$ cat src/sv/psg_tone_noise_generator_unit_defines.svh
// ----------------------------------------------------------------------------
// PSG assertion macros
// Concurrent assertion helpers clocked by i_clk and disabled during reset.
// ----------------------------------------------------------------------------
`ifndef PSG_TONE_NOISE_GENERATOR_UNIT_DEFINES_SVH
`define PSG_TONE_NOISE_GENERATOR_UNIT_DEFINES_SVH

// check a consequence in the same cycle
`define PSG_ASSERT_SAME(label, ante, cons, msg) \
    label: assert property (@(posedge i_clk) disable iff (!i_rst_n) (ante) |-> (cons)) \
        else $error(msg);

// check a consequence in the following cycle
`define PSG_ASSERT_NEXT(label, ante, cons, msg) \
    label: assert property (@(posedge i_clk) disable iff (!i_rst_n) (ante) |=> (cons)) \
        else $error(msg);

`endif

$ cat src/sv/psg_pkg.sv
// ----------------------------------------------------------------------------
// PSG package
// Widths, codes and the attenuation level table of the tone/noise generator.
// ----------------------------------------------------------------------------
`default_nettype none

package psg_pkg;

    localparam int LEVEL_BITS = 16;
    localparam int LEVEL_W    = LEVEL_BITS - 1;
    localparam int SAMPLE_W   = 18;
    localparam int TONE_W     = 11;
    localparam int PERIOD_W   = 12;
    localparam int SHIFT_W    = 17;
    localparam int NUM_TONES  = 3;
    localparam int NUM_CHANS  = 4;

    typedef logic [LEVEL_W-1:0]  t_level;
    typedef logic [SAMPLE_W-1:0] t_sample;
    typedef logic [TONE_W-1:0]   t_tone_period;
    typedef logic [PERIOD_W-1:0] t_period;
    typedef logic [SHIFT_W-1:0]  t_shift;
    typedef logic [3:0]          t_atten;
    typedef logic [1:0]          t_chan;

    typedef enum logic [1:0] {
        OP_WRITE = 2'd0,
        OP_TICK  = 2'd1,
        OP_MUTE  = 2'd2
    } t_op;

    localparam logic [2:0] REG_NOISE_CTRL = 3'd6;
    localparam t_chan      NOISE_CHAN     = 2'd3;
    localparam t_chan      TONE2_CHAN     = 2'd2;
    localparam logic [1:0] NOISE_FOLLOW   = 2'd3;
    localparam t_atten     ATTEN_SILENT   = 4'hF;
    localparam t_tone_period PERIOD_FULL  = 11'd1024;
    localparam t_period    NOISE_BASE     = 12'h020;
    localparam t_shift     SHIFT_RESET    = t_shift'(1) << (SHIFT_W - 1);

    function automatic t_level micro_to_level(input longint unsigned micro);
        return t_level'(((micro << LEVEL_BITS) + 64'd500000) / 64'd1000000);
    endfunction

    localparam t_level LEVEL_TABLE [16] = '{
        micro_to_level(64'd250000), micro_to_level(64'd198582),
        micro_to_level(64'd157739), micro_to_level(64'd125297),
        micro_to_level(64'd99527),  micro_to_level(64'd79057),
        micro_to_level(64'd62797),  micro_to_level(64'd49882),
        micro_to_level(64'd39622),  micro_to_level(64'd31473),
        micro_to_level(64'd25000),  micro_to_level(64'd19858),
        micro_to_level(64'd15774),  micro_to_level(64'd12530),
        micro_to_level(64'd9953),   micro_to_level(64'd0)
    };

    function automatic t_sample signed_term(input logic positive, input t_atten idx);
        t_sample mag;
        mag = SAMPLE_W'(LEVEL_TABLE[idx]);
        return positive ? mag : t_sample'(-mag);
    endfunction

endpackage

`default_nettype wire

$ cat src/sv/psg_req_if.sv
// ----------------------------------------------------------------------------
// PSG request channel
// Valid/ready channel carrying one operation code and one write byte.
// ----------------------------------------------------------------------------
`default_nettype none

interface psg_req_if;
    logic       valid;
    logic       ready;
    logic [1:0] op;
    logic [7:0] data;

    modport source (output valid, output op, output data, input ready);
    modport sink   (input valid, input op, input data, output ready);
endinterface

`default_nettype wire

$ cat src/sv/psg_rsp_if.sv
// ----------------------------------------------------------------------------
// PSG sample channel
// Valid/ready channel carrying one signed mixed sample.
// ----------------------------------------------------------------------------
`default_nettype none

interface psg_rsp_if;
    logic               valid;
    logic               ready;
    logic signed [17:0] sample;

    modport source (output valid, output sample, input ready);
    modport sink   (input valid, input sample, output ready);
endinterface

`default_nettype wire

$ cat src/sv/psg_tone_noise_generator_unit.sv
// ----------------------------------------------------------------------------
// PSG tone and noise generator
// Three square-wave tones and one shift-register noise channel, mixed to one
// signed sample per tick request.
// ----------------------------------------------------------------------------
// Usage:
//   i_req carries requests: op write (data is a register byte), op tick
//   (advance all counters and produce one sample) or op mute (silence all
//   channels). Only tick requests produce an item on o_rsp.
//   o_rsp carries the 18-bit signed sum of the four channel levels.
//   A request is registered on acceptance and executed in the next stage; a
//   tick's sample is then held in the sample register that drives o_rsp.
//   One request is accepted every cycle while o_rsp does not stall; the state
//   update and the mix are combinational between request and sample registers.
//   When o_rsp stalls, the sample holds and one more request waits in the
//   request register; i_req.ready drops only once that register is full too.
//   Reset (i_rst_n low, synchronous) clears periods and counters, sets every
//   attenuation to silent and loads the noise register with its top bit.
// ----------------------------------------------------------------------------
`default_nettype none
`include "psg_tone_noise_generator_unit_defines.svh"

module psg_tone_noise_generator_unit (
    input  wire logic i_clk,
    input  wire logic i_rst_n,
    psg_req_if.sink   i_req,
    psg_rsp_if.source o_rsp
);

    logic       r_s1_valid;
    logic [1:0] r_op;
    logic [7:0] r_data;

    psg_pkg::t_tone_period r_tone_period [psg_pkg::NUM_TONES];
    psg_pkg::t_tone_period n_tone_period [psg_pkg::NUM_TONES];
    psg_pkg::t_period      r_noise_period, n_noise_period;
    logic [psg_pkg::NUM_TONES-1:0] r_square, n_square;
    psg_pkg::t_atten       r_atten [psg_pkg::NUM_CHANS];
    psg_pkg::t_atten       n_atten [psg_pkg::NUM_CHANS];
    psg_pkg::t_shift       r_shift, n_shift;
    logic [3:0]            r_low_nib, n_low_nib;
    psg_pkg::t_chan        r_latch_ch, n_latch_ch;
    logic                  r_follow, n_follow;
    logic                  r_white, n_white;

    logic                  r_out_valid;
    psg_pkg::t_sample      r_sample, n_sample;

    logic                  w_adv;
    logic                  w_proc;
    logic                  w_tick;
    logic [psg_pkg::NUM_CHANS-1:0] w_expire;
    logic [2:0]            w_reg;
    logic [9:0]            w_period_raw;
    psg_pkg::t_tone_period w_period;
    logic                  w_fb;

    assign w_adv       = !r_out_valid || o_rsp.ready;
    assign w_proc      = r_s1_valid && w_adv;
    assign w_tick      = w_proc && (r_op == psg_pkg::OP_TICK);
    assign i_req.ready = !r_s1_valid || w_adv;

    assign o_rsp.valid  = r_out_valid;
    assign o_rsp.sample = r_sample;

    for (genvar g = 0; g < psg_pkg::NUM_TONES; g++) begin : g_tone
        psg_counter u_tone_cnt (
            .i_clk    (i_clk),
            .i_rst_n  (i_rst_n),
            .i_step   (w_tick),
            .i_period (psg_pkg::t_period'(r_tone_period[g])),
            .o_expire (w_expire[g])
        );
    end

    psg_counter u_noise_cnt (
        .i_clk    (i_clk),
        .i_rst_n  (i_rst_n),
        .i_step   (w_tick),
        .i_period (r_noise_period),
        .o_expire (w_expire[psg_pkg::NOISE_CHAN])
    );

    assign w_reg        = r_data[6:4];
    assign w_period_raw = {r_data[5:0], r_low_nib};
    assign w_period     = (w_period_raw == '0) ? psg_pkg::PERIOD_FULL
                                               : psg_pkg::t_tone_period'(w_period_raw);
    assign w_fb         = r_shift[2] ^ (r_shift[3] & r_white);

    always_comb begin
        n_tone_period  = r_tone_period;
        n_noise_period = r_noise_period;
        n_square       = r_square;
        n_atten        = r_atten;
        n_shift        = r_shift;
        n_low_nib      = r_low_nib;
        n_latch_ch     = r_latch_ch;
        n_follow       = r_follow;
        n_white        = r_white;
        if (w_proc) begin
            unique case (r_op)
                psg_pkg::OP_WRITE: begin
                    if (r_data[7]) begin
                        n_latch_ch = w_reg[2:1];
                        if (w_reg == psg_pkg::REG_NOISE_CTRL) begin
                            n_follow = (r_data[1:0] == psg_pkg::NOISE_FOLLOW);
                            n_noise_period = n_follow
                                ? (psg_pkg::t_period'(r_tone_period[psg_pkg::TONE2_CHAN]) << 1)
                                : (psg_pkg::NOISE_BASE << r_data[1:0]);
                            n_white = r_data[2];
                        end else if (w_reg[0]) begin
                            n_atten[w_reg[2:1]] = r_data[3:0];
                        end else begin
                            n_low_nib = r_data[3:0];
                        end
                    end else if (r_latch_ch != psg_pkg::NOISE_CHAN) begin
                        n_tone_period[r_latch_ch] = w_period;
                        if (r_follow && r_latch_ch == psg_pkg::TONE2_CHAN) begin
                            n_noise_period = psg_pkg::t_period'(w_period) << 1;
                        end
                    end
                end
                psg_pkg::OP_TICK: begin
                    n_square = r_square ^ w_expire[psg_pkg::NUM_TONES-1:0];
                    if (w_expire[psg_pkg::NOISE_CHAN]) begin
                        n_shift = {w_fb, r_shift[psg_pkg::SHIFT_W-1:1]};
                    end
                end
                psg_pkg::OP_MUTE: begin
                    for (int i = 0; i < psg_pkg::NUM_CHANS; i++) begin
                        n_atten[i] = psg_pkg::ATTEN_SILENT;
                    end
                end
                default: begin
                end
            endcase
        end
    end

    always_comb begin
        n_sample = psg_pkg::signed_term(n_shift[0], r_atten[psg_pkg::NOISE_CHAN]);
        for (int i = 0; i < psg_pkg::NUM_TONES; i++) begin
            n_sample = n_sample + psg_pkg::signed_term(n_square[i], r_atten[i]);
        end
    end

    always_ff @(posedge i_clk) begin
        if (!i_rst_n) begin
            r_s1_valid <= 1'b0;
        end else if (i_req.ready) begin
            r_s1_valid <= i_req.valid;
        end
    end

    always_ff @(posedge i_clk) begin
        if (i_req.valid && i_req.ready) begin
            r_op   <= i_req.op;
            r_data <= i_req.data;
        end
    end

    always_ff @(posedge i_clk) begin
        if (!i_rst_n) begin
            for (int i = 0; i < psg_pkg::NUM_TONES; i++) begin
                r_tone_period[i] <= '0;
            end
            for (int i = 0; i < psg_pkg::NUM_CHANS; i++) begin
                r_atten[i] <= psg_pkg::ATTEN_SILENT;
            end
            r_noise_period <= '0;
            r_square       <= '0;
            r_shift        <= psg_pkg::SHIFT_RESET;
            r_low_nib      <= '0;
            r_latch_ch     <= '0;
            r_follow       <= 1'b0;
            r_white        <= 1'b0;
        end else begin
            r_tone_period  <= n_tone_period;
            r_atten        <= n_atten;
            r_noise_period <= n_noise_period;
            r_square       <= n_square;
            r_shift        <= n_shift;
            r_low_nib      <= n_low_nib;
            r_latch_ch     <= n_latch_ch;
            r_follow       <= n_follow;
            r_white        <= n_white;
        end
    end

    always_ff @(posedge i_clk) begin
        if (!i_rst_n) begin
            r_out_valid <= 1'b0;
        end else if (w_adv) begin
            r_out_valid <= w_tick;
        end
    end

    always_ff @(posedge i_clk) begin
        if (w_tick) begin
            r_sample <= n_sample;
        end
    end

    `PSG_ASSERT_SAME(a_ready_when_empty, !r_s1_valid, i_req.ready, "request stage empty but not ready")

    `PSG_ASSERT_NEXT(a_tick_gives_sample, w_tick, r_out_valid, "tick request produced no sample")

    `PSG_ASSERT_NEXT(a_mute_silences, w_proc && r_op == psg_pkg::OP_MUTE, (r_atten[0] == psg_pkg::ATTEN_SILENT) && (r_atten[1] == psg_pkg::ATTEN_SILENT) && (r_atten[2] == psg_pkg::ATTEN_SILENT) && (r_atten[3] == psg_pkg::ATTEN_SILENT), "mute left a channel audible")

    `PSG_ASSERT_NEXT(a_noise_follows_tone2, w_proc && r_op == psg_pkg::OP_WRITE && !r_data[7] && r_follow && r_latch_ch == psg_pkg::TONE2_CHAN, r_noise_period == (psg_pkg::t_period'(r_tone_period[psg_pkg::TONE2_CHAN]) << 1), "noise period not tracking tone 2")

endmodule

`default_nettype wire

$ cat src/sv/psg_counter.sv
// ----------------------------------------------------------------------------
// PSG period counter
// Phase counter that flags expiry when the advanced count reaches or exceeds the period.
// ----------------------------------------------------------------------------
`default_nettype none

module psg_counter (
    input  wire logic              i_clk,
    input  wire logic              i_rst_n,
    input  wire logic              i_step,
    input  wire psg_pkg::t_period  i_period,
    output logic                   o_expire
);

    psg_pkg::t_period r_phase;
    psg_pkg::t_period n_phase;
    psg_pkg::t_period w_inc;

    assign w_inc    = r_phase + psg_pkg::t_period'(1);
    assign o_expire = (w_inc >= i_period);

    always_comb begin
        n_phase = r_phase;
        if (i_step) begin
            n_phase = o_expire ? '0 : w_inc;
        end
    end

    always_ff @(posedge i_clk) begin
        if (!i_rst_n) begin
            r_phase <= '0;
        end else begin
            r_phase <= n_phase;
        end
    end

endmodule

`default_nettype wire

$ cat src/flat_wrapper.sv
// flat-port wrapper written by rule: the top's interface ports become plain ports
module psg_tone_noise_generator_unit_flat 
  (i_clk, i_rst_n, i_req_valid, i_req_op, i_req_data, i_req_ready, o_rsp_valid, o_rsp_sample, o_rsp_ready);
  psg_req_if i_req_i ();
  psg_rsp_if o_rsp_i ();
  input  wire logic i_clk;
  input  wire logic i_rst_n;
  input wire logic [$bits(i_req_i.valid)-1:0] i_req_valid;
  input wire logic [$bits(i_req_i.op)-1:0] i_req_op;
  input wire logic [$bits(i_req_i.data)-1:0] i_req_data;
  output wire logic [$bits(i_req_i.ready)-1:0] i_req_ready;
  output wire logic [$bits(o_rsp_i.valid)-1:0] o_rsp_valid;
  output wire logic [$bits(o_rsp_i.sample)-1:0] o_rsp_sample;
  input wire logic [$bits(o_rsp_i.ready)-1:0] o_rsp_ready;
  assign i_req_i.valid = i_req_valid;
  assign i_req_i.op = i_req_op;
  assign i_req_i.data = i_req_data;
  assign i_req_ready = i_req_i.ready;
  assign o_rsp_valid = o_rsp_i.valid;
  assign o_rsp_sample = o_rsp_i.sample;
  assign o_rsp_i.ready = o_rsp_ready;
  psg_tone_noise_generator_unit u_core (.i_clk(i_clk), .i_rst_n(i_rst_n), .i_req(i_req_i), .o_rsp(o_rsp_i));
endmodule
$ cat config.mk
export PLATFORM = sky130hd
export DESIGN_NAME = psg_tone_noise_generator_unit_flat
export DESIGN_NICKNAME = d
export VERILOG_FILES = /design/src/sv/psg_pkg.sv /design/src/sv/psg_req_if.sv /design/src/sv/psg_rsp_if.sv /design/src/sv/psg_tone_noise_generator_unit.sv /design/src/sv/psg_counter.sv /design/src/flat_wrapper.sv
export VERILOG_INCLUDE_DIRS = /design/src /design/src/sv
export SDC_FILE = /design/constraint.sdc
export NUM_CORES = 1
export LEC_CHECK = 0
export CAP_MARGIN = 40
export CELL_PAD_IN_SITES_DETAIL_PLACEMENT = 1
export CELL_PAD_IN_SITES_GLOBAL_PLACEMENT = 1
export CORE_MARGIN = 2
export CORE_UTILIZATION = 35
export CTS_CLUSTER_DIAMETER = 50
export DETAILED_ROUTE_END_ITERATION = 10
export DONT_BUFFER_PORTS = 1
export GPL_TIMING_DRIVEN = 0
export PLACE_DENSITY = 0.65
export SLEW_MARGIN = 10
export SYNTH_ARGS = -nofsm -noshare
export SYNTH_HDL_FRONTEND = slang
export SYNTH_SLANG_ARGS = --single-unit
$ cat constraint.sdc
create_clock -name i_clk -period 9 [get_ports i_clk]
set_input_delay 0 -clock i_clk [delete_from_list [all_inputs] [get_ports i_clk]]
set_output_delay 0 -clock i_clk [all_outputs]
set_load 0.005 [all_outputs]
# [Word-level counts from Yosys, hierarchy flattened]
# Memory sizes are Yosys's and may differ from the RTL's.
# Index checks and enable logic that the tools add are counted.
[op_classes] n_eq_ne=10 reduce_logical=22 magnitude_cmp=12 bitwise_logic=12 shift=1 addsub=11 mux=37
[op_table] op="$mux W15" n=8
[op_table] op="$mux W12" n=9
[op_table] op="$mux W18" n=4
[op_table] op="$neg A15 Y18" n=4
[op_table] op="$add A18 B18 Y18" n=3
[op_table] op="$add A12 B1 Y12 const B" n=4
[op_table] op="$mux W16" n=3
[op_table] op="$ge A12 B11 Y1" n=3
[op_table] op="$bwmux W33" n=1
[op_table] op="$pmux W16 S2" n=1
[op_table] op="$demux W11 S2" n=1
[op_table] op="$mux W11" n=2
[op_table] op="$ge A5 B5 Y1 const B" n=4
[op_table] op="$not A4 Y5" n=4
[op_table] op="$bwmux W16" n=1
[op_table] op="$reduce_and A5 Y1" n=3
[op_table] op="$ge A12 B12 Y1" n=1
[op_table] op="$shl A6 B2 Y12 const A" n=1
[op_table] op="$logic_not A10 Y1" n=1
[op_table] op="$demux W4 S2" n=1
[op_table] op="$reduce_and A4 Y1" n=2
[op_table] op="$eq A2 B2 Y1 const B" n=3
[op_table] op="$ge A3 B3 Y1 const B" n=2
[op_table] op="$logic_and A1 B1 Y1" n=6
[op_table] op="18 further kinds" n=33
[word_totals] word_cells=133 output_inout_bits=20 mem_bits_ro=960 regBits=167 n_memories=4 inputBits=14
[memory_table] memory="(name not given)" words=16 width=15 read_ports=1 rd_ports_with_merged_regs=0 wr=0 line="psg_pkg.sv:58" rtl="mag = SAMPLE_W'(LEVEL_TABLE[idx]);"
[memory_table] memory="(name not given)" words=16 width=15 read_ports=1 rd_ports_with_merged_regs=0 wr=0 line="psg_pkg.sv:58"
[memory_table] memory="(name not given)" words=16 width=15 read_ports=1 rd_ports_with_merged_regs=0 wr=0 line="psg_pkg.sv:58"
[memory_table] memory="(name not given)" words=16 width=15 read_ports=1 rd_ports_with_merged_regs=0 wr=0 line="psg_pkg.sv:58"

# [Depth between registers and ports, before layout]
[logic_depth] word_depth=10 mapped_depth=31 mapped_depth_nobuf=28

# [Cells and area by module]
# Synthesis repeated with hierarchy kept, for this count alone.
[unflattened] cells_unflattened=1574 hier_area_um2=13272.7
[modules_own_cells] module="psg_tone_noise_generator_unit" cells_each=1090 area_per_inst_um2=9474.1 seq_area_each_um2=2642.5 n_inst=1
[modules_own_cells] module="psg_counter" cells_each=121 area_per_inst_um2=949.7 seq_area_each_um2=240.2 n_inst=4

# [Worst setup path before layout]
# Ideal clock, no wire load.
[synth_timing] path_kind="flip-flop to flip-flop" from="register u_core.g_tone[2].u_tone_cnt.r_phase[0]" to="register u_core.r_sample[14], in the netlist u_core.o_rsp.sample[14] (data pin)" path_buffers=1 required_time_ns=8.742 setup_slack_ns=2.805 path_stages_with_launch=29 t_arrival_ns=5.938 setup_ns=0.258 path_cell_list="dfxtp_1 -> ha_1 -> inv_1 -> nor3_1 -> xor2_1 -> ha_1 -> o2111a_1 -> o211ai_1 -> o311ai_1 -> or2_1 -> buf_2 -> nand2_1 -> xor2_1 -> nor2b_1 -> xnor2_1 -> fa_1 -> inv_1 -> fa_1 -> inv_1 -> ha_1 -> a21o_1 -> a21oi_1 -> o21bai_1 -> a31o_2 -> a2111oi_0 -> o41ai_1 -> a21o_1 -> a21oi_1 -> xnor2_1"
[synth_via] elab_chain_len=7
[synth_rtl] item="start, declared" line="psg_counter.sv:15" rtl="psg_pkg::t_period r_phase;"
[synth_rtl] item="start signal, assigned" line="psg_counter.sv:33" rtl="r_phase <= n_phase;"
[synth_rtl] item="$add A12 B1 Y12" line="psg_counter.sv:19" rtl="assign w_inc = r_phase + psg_pkg::t_period'(1);"
[synth_rtl] item="$ge A12 B11 Y1" line="psg_counter.sv:20" rtl="assign o_expire = (w_inc >= i_period);"
[synth_rtl] item="$xor A3 B3 Y3" line="psg_tone_noise_generator_unit.sv:124" rtl="n_square = r_square ^ w_expire[psg_pkg::NUM_TONES-1:0];"
[synth_rtl] item="$mux W3" line="psg_tone_noise_generator_unit.sv:101" rtl="unique case (r_op)"
[synth_rtl] item="$mux W3" line="psg_tone_noise_generator_unit.sv:100" rtl="if (w_proc) begin"
[synth_rtl] item="$mux W18" line="psg_pkg.sv:59" rtl="return positive ? mag : t_sample'(-mag);"
[synth_rtl] item="$add A18 B18 Y18" line="psg_tone_noise_generator_unit.sv:143" rtl="n_sample = n_sample + psg_pkg::signed_term(n_square[i], r_atten[i]);"
[synth_rtl] item="named net u_core.n_sample[14]" line="psg_tone_noise_generator_unit.sv:47" rtl="psg_pkg::t_sample r_sample, n_sample;"
[synth_rtl] item="end signal, assigned" line="psg_tone_noise_generator_unit.sv:200" rtl="r_sample <= n_sample;"
[synth_rtl] item="end, declared" line="psg_tone_noise_generator_unit.sv:47"
# The timed path passes the listed nets, and every way through them passes these cells.
# A chain may end at the register's enable or synchronous reset.

# [Final worst setup path]
[layout_timing] from="register u_core.g_tone[0].u_tone_cnt.r_phase[0]" to="register u_core.r_sample[14], in the netlist u_core.o_rsp.sample[14] (data pin)"
[layout_via] elab_chain_len=9
[layout_rtl] item="start, declared" line="psg_counter.sv:15"
[layout_rtl] item="start signal, assigned" line="psg_counter.sv:33"
[layout_rtl] item="$add A12 B1 Y12" line="psg_counter.sv:19"
[layout_rtl] item="$ge A12 B11 Y1" line="psg_counter.sv:20"
[layout_rtl] item="$xor A3 B3 Y3" line="psg_tone_noise_generator_unit.sv:124"
[layout_rtl] item="$mux W3" line="psg_tone_noise_generator_unit.sv:101"
[layout_rtl] item="$mux W3" line="psg_tone_noise_generator_unit.sv:100"
[layout_rtl] item="$mux W18" line="psg_pkg.sv:59"
[layout_rtl] item="$add A18 B18 Y18 (3 in series)" line="psg_tone_noise_generator_unit.sv:143"
[layout_rtl] item="named net u_core.n_sample[14]" line="psg_tone_noise_generator_unit.sv:47"
# The timed path passes the listed nets, and every way through them passes these cells.

==> impl_results.md <==
- Status: completed
- Syn nets: 1,678
- Synthesized cell area: 0.0129 mm2
- WL/cell: 18.6 um
- Clock Sinks: 166
- Crit Path Category: reg2reg
- DIE WIDTH: 196 um
- Post-cts resize count: 0
- CP max stage cell: a2111oi_0
- Crit path max fanout: 10
- Crit. End Element: flip-flop
- Filler cell count: 4,345
- Area leader, netlist: dfxtp_1
- Slew Viols, Final: 0
- Synth Register Bits: 166
- # Post-CTS Setup Buffers: 0
- Starting density of the core: 0.354
- Pin count of the biggest net entering global routing: 28
- Slowest stage delay, CP: 0.54 ns
- Async S/R FF share, synth: 0
- Reg area: 0.00360 mm2
- Post-DP HPWL: 29.9 mm
- Yosys top cell area share: 0.214
- Sum Neg Setup Slack: 0 ns
- Yosys warns: 0
- Req. time, crit path: 9.20 ns
- Dominant cell by count in the synthesized netlist: nand2_1
- Actual slew at the worst max-slew pin: 0.849 ns
- Root Driver: clkbuf_16
- VDD IR max: 140 uV
- Vias per inst: 5.28
- CTS tree: built
- Top cell types by occurrence after synthesis: nand2_1, dfxtp_1, inv_1, nor2b_1, ha_1
- Leak pwr: 5.89 nW
- Seq/Total Area, Yosys: 0.279
- Ys flop type: dfxtp_1
- Die Span Y: 196 um
- CTS hold repair buffers: 13
- Die ar.: 0.0384 mm2
- DR iter-0 viols: 509
- Via count: 10,900
- Post-synth EDFFs: 28
- Fin crit share: 0.833
- Fin nets: 1,713
- Core ar.: 0.0364 mm2
- Syn Inst Count: 1,544
- Clock Tree Buf Depth: 2
- Port buffer count: 0
- H-tree depth: 4
- Smallest hold slack: 0.0252 ns
- Core Rows: 70
- Count of final setup violators: 0
- Clock Pin Slew Worst Setup and Hold Paths: 0.07 ns
- Max Freq: 0.133 GHz
- Post-route ant nets: 0
- Area of the multi-input gates: 0.00845 mm2
- Relative slew slack: 0.427
- Vias in the first global route: 11,000
- Final global-route overflow total: 0
- Clock Skews: 0.0151 ns
- Most frequent CP cell: ha_1
- Cell variety after synth: 91
- Detailed Route WL: 38.4 mm
- RSZ-0062 raised after global routing: false
- Layout Cells excl Fill: 2,061
- Area contributors post-synth: dfxtp_1, ha_1, edfxtp_1, fa_1, nand2_1
- Num CTS Buffers: 17
- Hold crit path type: in2reg
- Dpl cells: 2,015
- Total GRT Usage: 0.205
- I/O pin count: 34
- First-pass GRT wire length: 61.2 mm
- Final min period: 7.50 ns
- Initial antenna violation count: 0
- Layout cells sized above 1: 0.0559
- Final instance area: 0.0142 mm2
- Area grow syn2layout: 10.2%
- Clock latency on the worst-skew pair: 0.46 ns
- Pre-antenna DRT Iters: 5
- GP Congestion: 0.864
- Fin. Hold Viols: 0
- Max-cap violation count: 0
- Avg Inst Size Synth: 8.36 um2
- CP Launch Type: flip-flop
- Critical Path AT: 7.70 ns
- PD cells: 198 mW/mm2
- DRC Markers: 0
- Placement Cell Area: 0.0135 mm2
through the flow:
stage	setup slack [ns]	power, mW	utilization
detailed placement	1.49	2.12	0.371
global placement	1.55	2.08	0.370
floorplan	2.80	1.84	-
global route	0.838	3.05	0.390
CTS	1.42	2.86	0.390
finish	1.50	2.82	0.390
layout by cell type (no fill, tap or decap), drive strengths merged, types with 5 or more instances in the layout:
cell type,count
inv,136
a21boi,32
mux2i,59
a22oi,10
ha,86
a2111oi,5
o211a,11
nand2,176
o21a,11
o21bai,7
xor2,44
nor2,75
nor3,22
fa,34
o21ai,88
buf,30
nor4,6
a21oi,58
nand4,17
clkbuf,72
nor2b,93
and2,14
edfxtp,28
a211oi,11
nand3,55
nand2b,29
and3,20
o211ai,21
dfxtp,138
xnor2,58
a31oi,6
nor3b,8
a21o,17
nand3b,16
or3,9
dlygate4sd3,13
a2bb2oi,8
area by class of cell:
cell class / instances / share of cell area
multi-input cells: 1168 / 0.595
flip-flops and latches: 166 / 0.254
well taps: 468 / 0.0412
inverters: 131 / 0.0346
clock buffers: 21 / 0.0331
plain buffers: 79 / 0.0253
repair buffers: 16 / 0.0115
clock inverters: 11 / 0.00607
diodes: 1 / 0.000176
sequential cells by signal (all words and copies together), names as in the netlist, 2 cells and up:
name and flops:
u_core.r_data 8, u_core.u_noise_cnt.r_phase 12, u_core.r_low_nib 4, u_core.r_noise_period 11
u_core.g_tone.u_tone_cnt.r_phase 36, u_core.r_square 3, u_core.r_tone_period 33, u_core.o_rsp.sample 18
u_core.r_latch_ch 2, u_core.r_shift 17, u_core.r_atten 16, u_core.r_op 2
logic make-up after synthesis:
kind of cell             synth area share
buffers and inverters              0.0658
XOR/XNOR                           0.0692
AND/OR/NAND/NOR                     0.227
multiplexers                       0.0562
adder cells (fa/ha/maj)             0.136
flip-flops                          0.279
AO/OA/AOI/OAI                       0.166
power by group:
part | switching (mW) | internal, mW | total, mW
Clock | 0.341 | 0.380 | 0.721
Combinational | 0.716 | 0.521 | 1.24
Sequential | 0.0175 | 0.844 | 0.862
Total | 1.08 | 1.74 | 2.82
final timing paths:
check / endpoint / startpoint / cells after the start / slack, ns
setup / recovery: u_core.o_rsp.sample[14]$_DFFE_PP_ / u_core.g_tone[0].u_tone_cnt.r_phase[0]$_SDFFE_PN0P_ / 25 / 1.50
hold / removal: u_core.r_data[6]$_DFFE_PP_ / i_req_valid / 1 / 0.03
setup reg to reg: u_core.o_rsp.sample[14]$_DFFE_PP_ / u_core.g_tone[0].u_tone_cnt.r_phase[0]$_SDFFE_PN0P_ / 25 / 1.50
hold reg to reg: u_core.r_shift[7]$_SDFFE_PN0P_ / u_core.r_shift[7]$_SDFFE_PN0P_ / 2 / 0.47
worst max-delay path, delay by kind of cell, from the launching register on:
family | cells | cell delay, ns
mux | 1 | 0.36
simple gates | 3 | 0.64
fa+ha+maj | 5 | 1.89
xor+xnor | 3 | 0.55
compound gates | 11 | 2.71
flops | 1 | 0.48
buf+inv | 2 | 0.64
routing by layer:
| metal | track usage | share of wire |
|---|---|---|
| met1 | 0.268 | 0.48 |
| met2 | 0.349 | 0.48 |
| met3 | 0.0263 | 0.020 |
| met4 | 0.0715 | 0.025 |
| met5 | 0 | 0 |
No activity file was read; power rests on OpenSTA's default activity.
